`src/rtl/fba_pkg.sv`:
```
// fba_pkg: shared constants, types and codes for the file block allocator.
// No dependencies; used by every module in rtl.
package fba_pkg;

  localparam int DataBlocks     = 4096;
  localparam int FirstDataBlock = 130;
  localparam int BlockBytes     = 8192;
  localparam int FileSlots      = 128;
  localparam int BlocksPerFile  = 32;

  localparam int BlkW   = $clog2(DataBlocks);
  localparam int CntW   = $clog2(DataBlocks + 1);
  localparam int SlotW  = $clog2(FileSlots);
  localparam int OrdW   = $clog2(BlocksPerFile);
  localparam int NeedW  = $clog2(BlocksPerFile + 1);
  localparam int ShiftW = $clog2(BlockBytes);
  localparam int WordW  = 64;
  localparam int WordsN = DataBlocks / WordW;
  localparam int WordIW = $clog2(WordsN);
  localparam int BitIW  = $clog2(WordW);

  localparam int SizeW   = 20;
  localparam int StatusW = 3;
  localparam int FreeW   = 26;
  localparam int BnumW   = 13;
  localparam int InodeSizeW = 19;

  typedef enum logic [StatusW-1:0] {
    ST_OK      = 3'd0,
    ST_NOSPACE = 3'd1,
    ST_NODIR   = 3'd2,
    ST_NOINODE = 3'd3,
    ST_TOOBIG  = 3'd4
  } status_t;

  typedef enum logic [2:0] {
    S_CLEAR,
    S_IDLE,
    S_CHECK,
    S_SCAN,
    S_EMIT,
    S_DONE
  } state_t;

  typedef struct packed {
    logic clear_step;
    logic load;
    logic check;
    logic scan_step;
    logic emit_ok;
    logic emit_fail;
  } cmd_t;

  typedef struct packed {
    logic clear_done;
    logic fail;
    logic scan_hit;
    logic scan_end;
    logic need_done;
  } stat_t;

endpackage

```
`src/rtl/fba_ctrl.sv`:
```
// fba_ctrl: controller state machine for the file block allocator.
// Depends on fba_pkg; drives fba_datapath through fba_pkg::cmd_t.
module fba_ctrl (
  input  logic            clk,
  input  logic            rst,
  input  logic            start,
  input  logic            emit_busy,
  input  fba_pkg::stat_t  stat,
  output fba_pkg::cmd_t   cmd,
  output logic            busy
);

  fba_pkg::state_t state, state_next;

  always_ff @(posedge clk) begin
    if (rst) state <= fba_pkg::S_CLEAR;
    else     state <= state_next;
  end

  always_comb begin
    state_next = state;
    unique case (state)
      fba_pkg::S_CLEAR: if (stat.clear_done) state_next = fba_pkg::S_IDLE;
      fba_pkg::S_IDLE:  if (start) state_next = fba_pkg::S_CHECK;
      fba_pkg::S_CHECK: state_next = fba_pkg::S_SCAN;
      fba_pkg::S_SCAN: begin
        if (stat.fail) state_next = fba_pkg::S_DONE;
        else if (stat.need_done || stat.scan_end) state_next = fba_pkg::S_EMIT;
      end
      fba_pkg::S_EMIT:  state_next = fba_pkg::S_DONE;
      fba_pkg::S_DONE:  if (!emit_busy) state_next = fba_pkg::S_IDLE;
      default:          state_next = fba_pkg::S_IDLE;
    endcase
  end

  always_comb begin
    cmd  = '0;
    busy = 1'b1;
    unique case (state)
      fba_pkg::S_CLEAR: cmd.clear_step = 1'b1;
      fba_pkg::S_IDLE: begin
        busy     = 1'b0;
        cmd.load = start;
      end
      fba_pkg::S_CHECK: cmd.check = 1'b1;
      fba_pkg::S_SCAN: begin
        if (stat.fail) cmd.emit_fail = 1'b1;
        else if (!(stat.need_done || stat.scan_end)) cmd.scan_step = 1'b1;
      end
      fba_pkg::S_EMIT:  cmd.emit_ok = 1'b1;
      fba_pkg::S_DONE:  ;
      default:          ;
    endcase
  end

endmodule

```
`config.mk`:
```
export PLATFORM = sky130hd
export DESIGN_NAME = fba_ctrl
export DESIGN_NICKNAME = d
export VERILOG_FILES = /design/src/rtl/fba_pkg.sv /design/src/rtl/fba_ctrl.sv
export SDC_FILE = /design/constraint.sdc
export NUM_CORES = 1
export LEC_CHECK = 0
export BUFFER_PORTS_ARGS = -buffer_cell sky130_fd_sc_hd__buf_2
export CAP_MARGIN = 20
export CORE_AREA = 2 2 39 41
export CTS_CLUSTER_DIAMETER = 150
export DETAILED_ROUTE_END_ITERATION = 10
export DIE_AREA = 0 0 41 43
export GPL_TIMING_DRIVEN = 0
export PLACE_DENSITY = 0.36
export SYNTH_ARGS = -nofsm -noshare
export SYNTH_HDL_FRONTEND = slang
export SYNTH_SLANG_ARGS = --single-unit
```
`constraint.sdc`:
```
create_clock -name clk -period 1 [get_ports clk]
set_input_delay 0.15 -clock clk [delete_from_list [all_inputs] [get_ports clk]]
set_output_delay 0.15 -clock clk [all_outputs]
set_load 0.005 [all_outputs]
```
[Word-level counts from Yosys, hierarchy flattened]
Cells that the tools add are included.
Word-level totals
  word-level logic and storage cells: 29
  input bits: 9
  register bits after elaboration: 3
  output and inout bits: 7
Cells by class
  multiplexer cells: 16
  reduce and logical (&&, ||, !) cells: 3
  eq/ne operators: 9
Operators with widths (number)
  one-hot mux 3 bit (6 select lines): 1
  two-way mux 3 bit: 5
  two-way mux 1 bit: 10
  == test 3 x 2 -> 1 bit (second input constant): 2
  == test 3 bit (second input constant): 2
  inequality test 2 bit (second input constant): 3
  AND reduction 4 bit: 1
  == test 3 x 1 -> 1 bit (second input constant): 1
  zero test 3 bit: 1
  inequality test 3 bit (second input constant): 1
  logical OR 1 bit: 1

[Logic depth before layout (Yosys ltp)]
Gate-level depths: netlist of run 1.
  depth after elaboration: 4
  gate-level depth with buffers: 3
  depth with buffers taken out: 3

[Worst setup path after synthesis of run 1]
Ideal clock, no wire load.
  path type: register to register
  from: register state[1]
  to: register state[0]
  arrival time: 0.818 ns
  clock period less this slack: 0.954 ns
  stages on the path, launching flop included: 4
  path slack: 0.046 ns
  setup time: 0.136 ns
  cells stage by stage: dfxtp_1 > buf_4 > nor3_1 > a221oi_1
Between the ends
  longest elaborated chain between the ends: 3
  elaborated cells between the ends (all ways): 12
  classes of those cells: 9 x eq/ne; 1 x mux; 2 x reduce/logical
RTL lines
  start: declaration: line fba_ctrl.sv:13  | fba_pkg::state_t state, state_next;
  start signal: assignment: line fba_ctrl.sv:16  | if (rst) state <= fba_pkg::S_CLEAR;
  start signal: assignment: line fba_ctrl.sv:17  | else state <= state_next;
  == test 3 x 2 -> 1 bit, or another cell as far along: line fba_ctrl.sv:22  | unique case (state)
  inequality test 3 bit (no line) / inequality test 2 bit (equally long branches)
  AND reduction 4 bit (no line)
Parallel ways exist; a longest one is shown, timed or not.
A chain may end at the register's enable or synchronous reset.

==> impl_metrics.toml, run 1 <==
[sta]
fin_skew_ns = 0.0007665
period_share = 1.202
holdWs_ns = 0.1117
maxSlewHeadroom = 0.8301
period_minus_slack_ns = 1.202
fmax_mhz = 831.7
worst_pin_slew_ns = 0.2509
hold_viol = 0
finalWorstSetupSlack_ns = -0.2024
slew_viol_final = 0
rsz0062_at_grt = "yes"
setup_violations = 8

[clock_tree]
hold_buffers = 0
cts_max_path_buffers = 2
cts_made_buffers = 3
cts_root_buf = "clkbuf_4"
cts_sinks = 3
htreeDepth = 1
clk_latency_ns = 0.23
clk_pin_slew_ns = 0.04
cts_tree = "done"

[final_layout]
fin_cells = 65
drive_gt1_frac = 0.5918
nNetsFinal = 59
seqCellArea_um2 = 66.31
fillCellCount = 157
largestRegisters = "state (3)"
diodes = 0
syn_to_final_growth_pct = 80.12
fin_util = 0.2785
largest_register_ff_count = 3
top_register = "state"
fin_area_um2 = 385.4
multi_input_area_um2 = 148.9

[hold_path]
hold_path_depth = 2
hp-class = "input port to flop"

[drt]
via_per_inst = 4.338
antenna_left = 0
wirelength_um = 666
drt_iter0_markers = 3
wl_per_cell_um = 10.25
vias = 282
drc = 0
dr.pass1.iters = 2

[power]
power.internal_w = 0.0003611
seq_power_share = 0.286
leakagePower_nw = 0.1973
swShare = 0.2637
powerDensity_nw_per_um2 = 1272
p_switching_w = 0.0001293
clkPwrFrac = 0.424
pwr-share-comb = 0.290
ir_drop_mv = 0.3705

[synthesis]
syn-num-nets = 35
netlist_instances = 26
yosysWarnings = 0
synth-seq-cells = 3
synth-seq-area-share = 0.2807
synth_area_um2 = 214.0
avgSynthCellArea_um2 = 8.229
yosysUniqueCellTypes = 17

[floorplan]
die-height_um = 43
pin_count = 16
rows = 14
start_util = 0.1546
die-area_um2 = 1763
core_region_area_um2 = 1384
die_x_um = 41

[critical_path]
r2r_cells = 5
worstSetupPathType = "flop to primary output"
cp_max_fo = 3
critPathLaunchType = "flop"
crit_path_end_kind = "primary output"
worst_ep_required_time_ns = 0.85
crit_arrival_ns = 1.05

[global_route]
grt_pass1_vias = 254
antenna_found_initial = 0
track_usage = 0.08617
grt_overflow = 0
grt_pass1_wl_um = 1000
grt_max_degree = 11

[place]
place_hpwl_um = 469.4
postPlaceCellArea_um2 = 304.0
place.gp.congestion = 0.6651
place_ws_ns = -0.1099
port-buffer-count = 14
dpl.cell_count = 56

[status]
violations = "negative setup slack"
status = "finished with violations"

[flow_run]
drv_cap = 0
worst max-delay path: stages, from the launching register on:
cell     delay (ns)
dfxtp_4        0.34
buf_4          0.13
nor3_2         0.21
buf_2          0.15
Yosys cell counts:
master	n	area share
o22ai_1	1	0.029
nor3b_1	2	0.070
nand2b_1	3	0.088
inv_1	2	0.035
o311ai_1	1	0.041
nor3_1	2	0.047
nor2b_4	1	0.064
and3b_1	1	0.041
nor2_1	2	0.035
and4b_1	1	0.047
o31ai_1	1	0.035
a221oi_1	1	0.041
buf_4	1	0.035
a21oi_1	2	0.047
dfxtp_1	3	0.28
nand3b_1	1	0.035
and3_1	1	0.029
metal layers:
metal  track usage  vias up  wire [um]
li1              -      142          -
met1        0.1086      128        299
met2        0.1156       12        291
met3       0.01571        0         75
met4       0.08000        0          0
met5             0        -          0
path summary, 6_finish.rpt:
path	startpoint	end	slack [ns]
max reg2reg	state[0]	state[1]	-0.08
min	rst	state[2]	0.11
min reg2reg	state[2]	state[1]	0.51
max	state[0]	cmd[5]	-0.20
metrics by stage:
step / power (W) / setup TNS, ns
final: 0.0004904 / -1.194
after global routing: 0.0005235 / -1.614
after CTS: 0.0004950 / -1.205
after detailed placement: 0.0002460 / -0.3080
after global placement: 0.0002447 / -0.2893
after floorplan: 0.0001977 / 0
power groups by stage:
| stage | registers (W) | clock network [W] | logic [W] |
|---|---|---|---|
| detailed placement | 0.000143 | 0 | 0.000103 |
| floorplan | 0.000140 | 0 | 0.0000579 |
| global route | 0.000141 | 0.000225 | 0.000157 |
| CTS | 0.000141 | 0.000223 | 0.000131 |
| finish | 0.000140 | 0.000208 | 0.000142 |
| global placement | 0.000143 | 0 | 0.000102 |
layout by cell type, fill, tap and decap left out, drive strengths merged, types with 2 or more instances in the layout:
cell and count:
buf 20, dfxtp 3, nor2 2, inv 2, nor3b 2, clkbuf 4
nor3 2, a21oi 2, nand2b 3
what timing repair did:
action,in CTS,in global routing
endpoints found under the setup margin,8,7
cloned,0,1
setup buffers,3,1
pin swaps,1,4
gates resized for setup,7,0
kinds of logic (layout without fill, tap and decap cells):
kind of cell / count (synthesis) / in the layout / share of synthesized area
flip-flops: 3 / 3 / 0.2807
AO/OA/AOI/OAI: 6 / 6 / 0.1930
buffers and inverters: 3 / 26 / 0.07020
AND/OR/NAND/NOR: 14 / 14 / 0.4562
final cells by class:
cell class | instances | share of cell area
plain buffers | 1 | 0.02922
flip-flops and latches | 3 | 0.1721
repair buffers | 19 | 0.2727
inverters | 2 | 0.01948
multi-input cells | 20 | 0.3864
well taps | 16 | 0.05195
clock buffers | 4 | 0.06818
Power figures use the tool's default switching activity.
==> run 2, diff against run 1 <==
- PLACE_DENSITY: 0.36 -> 0.41
==> run 2 against run 1 <==
The flow still finishes with violations (negative setup slack). Count of clock-buffer cells in the layout unchanged. Clock skew increased by 0.0025 ns. First-iteration DRC count shrank 100%. Core utilization is 0.18 points lower. Register-to-register slack better by 0.11 ns. Critical path type unchanged. Critical endpoint is now cmd[2]. Worst hold slack worse by 0.0016 ns. Fmax grew 1.5%. Power is 0.52% lower. Wire length decreased by 4.4%. Non-clock buffer count down 1. Final area fell by 0.65%. Flip-flop and latch count unchanged.
==> impl_metrics.toml, run 2 (synthesis results as in run 1) <==
[status]
status = "finished with violations"
violations = "negative setup slack"

[global_route]
track_usage = 0.08526
antenna_found_initial = 0
grt_max_degree = 11
grt_pass1_vias = 260
grt_pass1_wl_um = 972
grt_overflow = 0

[clock_tree]
cts_tree = "done"
clk_latency_ns = 0.23
htreeDepth = 1
cts_sinks = 3
clk_pin_slew_ns = 0.04
cts_made_buffers = 3
cts_max_path_buffers = 2
cts_root_buf = "clkbuf_4"

[power]
pwr-share-comb = 0.273
swShare = 0.2684
leakagePower_nw = 0.1958
clkPwrFrac = 0.436
ir_drop_mv = 0.5466
seq_power_share = 0.291
power.internal_w = 0.0003569
p_switching_w = 0.0001309
powerDensity_nw_per_um2 = 1274
power.total_w = 0.0004878

[critical_path]
cp_max_fo = 4
r2r_cells = 3
crit_arrival_ns = 1.03
crit_path_end_kind = "primary output"
worstSetupPathType = "flop to primary output"
critPathLaunchType = "flop"
worst_ep_required_time_ns = 0.85

[sta]
rsz0062_at_grt = "yes"
fin_skew_ns = 0.003306
holdWs_ns = 0.1101
hold_viol = 0
slew_viol_final = 0
setup_violations = 7
fmax_mhz = 844.0
finalWorstSetupSlack_ns = -0.1848
maxSlewHeadroom = 0.8156
period_share = 1.185
worst_pin_slew_ns = 0.2723
period_minus_slack_ns = 1.185

[floorplan]
die-area_um2 = 1763
start_util = 0.1546
pin_count = 16
die_x_um = 41
rows = 14
die-height_um = 43
core_region_area_um2 = 1384

[drt]
dr.pass1.iters = 1
drc = 0
antenna_left = 0
via_per_inst = 4.266
vias = 273
drt_iter0_markers = 0
wl_per_cell_um = 9.953
wirelength_um = 637

[place]
port-buffer-count = 14
place_hpwl_um = 447.2
place.gp.congestion = 0.6001
dpl.cell_count = 56
place_ws_ns = -0.07635

[final_layout]
top_register = "state"
largestRegisters = "state (3)"
fin_cells = 64
seqCellArea_um2 = 66.31
syn_to_final_growth_pct = 78.95
diodes = 0
layout_commonest_cell = "buf_2"
fillCellCount = 159
fin_util = 0.2767
multi_input_area_um2 = 153.9
drive_gt1_frac = 0.6042
nNetsFinal = 58
largest_register_ff_count = 3
most-common-layout-cells = "buf_2 (15), nand2b_1 (3), clkbuf_4 (3), buf_4 (3)"

[flow_run]
drv_cap = 0

[hold_path]
hp-class = "input port to flop"
hold_path_depth = 2
[run 2: final timing paths]
| check | startpoint | to | slack (ns) |
|---|---|---|---|
| min reg2reg | state[2] | state[1] | 0.52 |
| max reg2reg | state[0] | state[0] | 0.03 |
| max | state[0] | cmd[2] | -0.18 |
| min | rst | state[2] | 0.11 |
[run 2: layer usage]
metal | vias to the layer above | track usage | share of wire
met1 | 122 | 0.1058 | 0.45
met4 | 0 | 0.08000 | 0
met2 | 10 | 0.1063 | 0.47
met5 | - | 0 | 0
li1 | 141 | - | -
met3 | 0 | 0.03141 | 0.078
[run 2: final cells by class]
| cell class | instances | share of cell area |
|---|---|---|
| multi-input combinational | 20 | 0.4020 |
| timing repair buffer | 18 | 0.2549 |
| sequential | 3 | 0.1732 |
| clock buffer | 4 | 0.06863 |
| tap | 16 | 0.05229 |
| buffer | 1 | 0.02941 |
| inverter | 2 | 0.01961 |
[run 2: power by group through the flow]
stage | clock (W) | combinational (W) | sequential, W
2_1_floorplan | 0 | 0.0000579 | 0.000140
3_3_place_gp | 0 | 0.000103 | 0.000143
3_5_place_dp | 0 | 0.000102 | 0.000143
4_1_cts | 0.000228 | 0.000131 | 0.000141
5_1_grt | 0.000239 | 0.000148 | 0.000144
6_report | 0.000213 | 0.000133 | 0.000142
[run 2: critical path: stages, from the launching register on]
cell	delay, ns
dfxtp_4	0.35
nor2b_4	0.16
and4b_1	0.18
buf_2	0.10
[run 2: stage by stage]
stage,setup TNS [ns],cell area (um^2)
2_1_floorplan,0,214.0
3_3_place_gp,-0.2918,304.0
3_5_place_dp,-0.2209,304.0
4_1_cts,-1.179,372.9
5_1_grt,-1.513,382.9
6_report,-1.063,382.9
[run 2: what timing repair did]
| action | 4_1_cts | 5_1_grt |
|---|---|---|
| hold buffers | 0 | 0 |
| endpoints found under the setup margin | 7 | 8 |
| gates cloned | 0 | 1 |
| pin swaps | 2 | 1 |
| resized for setup | 7 | 1 |
| buffers inserted | 3 | 0 |
==> run 3, diff against run 2 <==
- BUFFER_PORTS_ARGS: -buffer_cell sky130_fd_sc_hd__buf_2 -> -buffer_cell sky130_fd_sc_hd__clkbuf_2
- CELL_PAD_IN_SITES_DETAIL_PLACEMENT: default -> 0
- CELL_PAD_IN_SITES_GLOBAL_PLACEMENT: default -> 1
- PLACE_DENSITY: 0.41 -> 0.54
==> run 3 against run 2 <==
The run still ends with negative setup slack left. Global-route usage fell by 0.10 points. Combinational power rose by 14%. Worst hold slack got worse by 0.011 ns. Fmax fell by 3.9%. Wire length rose by 7.7%. Die area did not move. Via count rose by 3.3%. Count of clock-buffer cells in the layout did not move. Critical path depth did not move. Clock power rose by 2%. Non-clock buffer count did not move. Sequential power fell by 4%. Critical path type unchanged. Largest cell class unchanged. Largest power group unchanged.
==> impl_metrics.toml, run 3 (synthesis results as in run 1) <==
[place]
port-buffer-count = 14
place_hpwl_um = 456.8
dpl.cell_count = 56
place.gp.congestion = 0.6037

[critical_path]
worstReg2RegEnd = "state[2]"
startpoint = "state[2]"
critPathTopFamily = "simple AND/OR/NAND/NOR gates"
crit_path_end = "cmd[2]"
path_cells = "nor2b_4 > and4b_1 > clkbuf_2"
slowest_delay_ns = 0.36
r2r_slack_ns = 0.03
crit_path_end_kind = "primary output"
r2r_start = "state[2]"
cp_num_buf_inv = 1
crit_arrival_ns = 1.08
worst_ep_required_time_ns = 0.85
worstSetupPathType = "flop to primary output"
critPathLaunchType = "flop"
cp.depth = 3
slowest_stage = "dfxtp_4"
cp_max_fo = 6
r2r_cells = 4

[global_route]
grt_max_degree = 11
grt_overflow = 0
antenna_found_initial = 0
top_usage_layer = "met2"
met2_usage = 0.1063
grtUsageMet1 = 0.1026
grt_pass1_wl_um = 938
track_usage = 0.08425
grt_use_met3 = 0.03141
grt_pass1_vias = 246

[power]
swShare = 0.2821
p_switching_w = 0.0001427
ir_drop_mv = 0.5218
powerDensity_nw_per_um2 = 1260
power.internal_w = 0.0003632
pwr-share-comb = 0.301
clkPwrFrac = 0.428
leakagePower_nw = 0.2003
seq_power_share = 0.271
power.total_w = 0.0005059

[final_layout]
syn_to_final_growth_pct = 87.72
drive_gt1_frac = 0.6667
diodes = 0
fin_cells = 64
nNetsFinal = 58
largestRegisters = "state (3)"
layout_commonest_cell = "clkbuf_2"
top_register = "state"
most-common-layout-cells = "clkbuf_2 (10), buf_2 (4), buf_4 (4)"
largest_register_ff_count = 3

[drt]
dr.pass1.iters = 2
wl_per_cell_um = 10.72
wirelength_um = 686
drt_iter0_markers = 5
via_per_inst = 4.406
antenna_left = 0
vias = 282
drc = 0

[sta]
maxSlewHeadroom = 0.8161
finalWorstSetupSlack_ns = -0.2327
setup_violations = 7
worst_pin_slew_ns = 0.2716
period_share = 1.233
fmax_mhz = 811.3
rsz0062_at_grt = "yes"
slew_viol_final = 0
period_minus_slack_ns = 1.233
hold_viol = 0
fin_skew_ns = 0.003739

[clock_tree]
hold_buffers = 0
htreeDepth = 1
cts_max_path_buffers = 2
cts_tree = "done"
cts_made_buffers = 3
clk_pin_slew_ns = 0.04
clk_latency_ns = 0.24
cts_root_buf = "clkbuf_4"
cts_sinks = 3

[floorplan]
die_x_um = 41
pin_count = 16
core_region_area_um2 = 1384
start_util = 0.1546
rows = 14
die-height_um = 43
die-area_um2 = 1763

[flow_run]
drv_cap = 0

[hold_path]
hp-class = "input port to flop"

[status]
violations = "negative setup slack"
status = "finished with violations"
[run 3: cell count changes in the layout (fill, tap and decap cells not counted)]
cell	delta
a21oi_1	-1
a21oi_2	+1
buf_2	-11
buf_4	+1
clkbuf_2	+10
dfxtp_2	-1
dfxtp_4	+1
nand2b_1	-1
nand2b_4	+1
nor2_1	-1
nor2_2	+1
[run 3: power groups by stage]
stage	logic, W	registers (W)	clock network [W]
detailed placement	0.000104	0.000143	0
floorplan	0.0000579	0.000140	0
CTS	0.000129	0.000140	0.000231
global route	0.000168	0.000139	0.000236
finish	0.000152	0.000137	0.000217
global placement	0.000104	0.000143	0
[run 3: what timing repair did]
item                                    CTS  global route
endpoints found under the setup margin    8            10
setup buffers                             2             2
gates resized for setup                   8             8
pin swaps                                 1             4
[run 3: how the worst min path moves through the flow]
stage | to | from | slack, ns | depth (start not counted)
2_1_floorplan | state[2] | rst | 0.22 | 1
3_3_place_gp | state[2] | rst | 0.35 | 2
3_5_place_dp | state[2] | rst | 0.35 | 2
4_1_cts | state[2] | rst | 0.09 | 2
5_1_grt | state[2] | rst | 0.11 | 2
6_report | state[2] | rst | 0.1 | 2
[run 3: cell type report]
class	count	area, um^2
fillers	153	982.2
multi-input cells	20	167.7
inverters	2	7.507
flip-flops and latches	3	68.82
well taps	16	20.02
clock buffers	4	26.28
plain buffers	1	11.26
repair buffers	18	100.1
[run 3: layer usage]
metal  up-vias  wire (um)
met2        15        301
met1       125        306
met5         -          0
met3         2         59
li1        140          -
met4         0         19
[run 3: worst reg2reg max path: stages (launching register included)]
cell and delay (ns):
dfxtp_4 0.36, nor2b_4 0.17, buf_4 0.14, o311ai_1 0.10, a21oi_1 0.12
[run 3: metrics by stage]
| stage | util | hold slack [ns] | instance area, um^2 | setup TNS, ns | setup slack, ns |
|---|---|---|---|---|---|
| floorplan | - | 0.2191 | 214.0 | 0 | 0.04635 |
| global placement | 0.2197 | 0.3515 | 304.0 | -0.3682 | -0.1265 |
| detailed placement | 0.2197 | 0.3504 | 304.0 | -0.3448 | -0.1208 |
| CTS | 0.2676 | 0.08520 | 370.4 | -1.239 | -0.2070 |
| global route | 0.2902 | 0.1079 | 401.6 | -1.614 | -0.2748 |
| finish | 0.2902 | 0.09947 | 401.6 | -1.139 | -0.2327 |
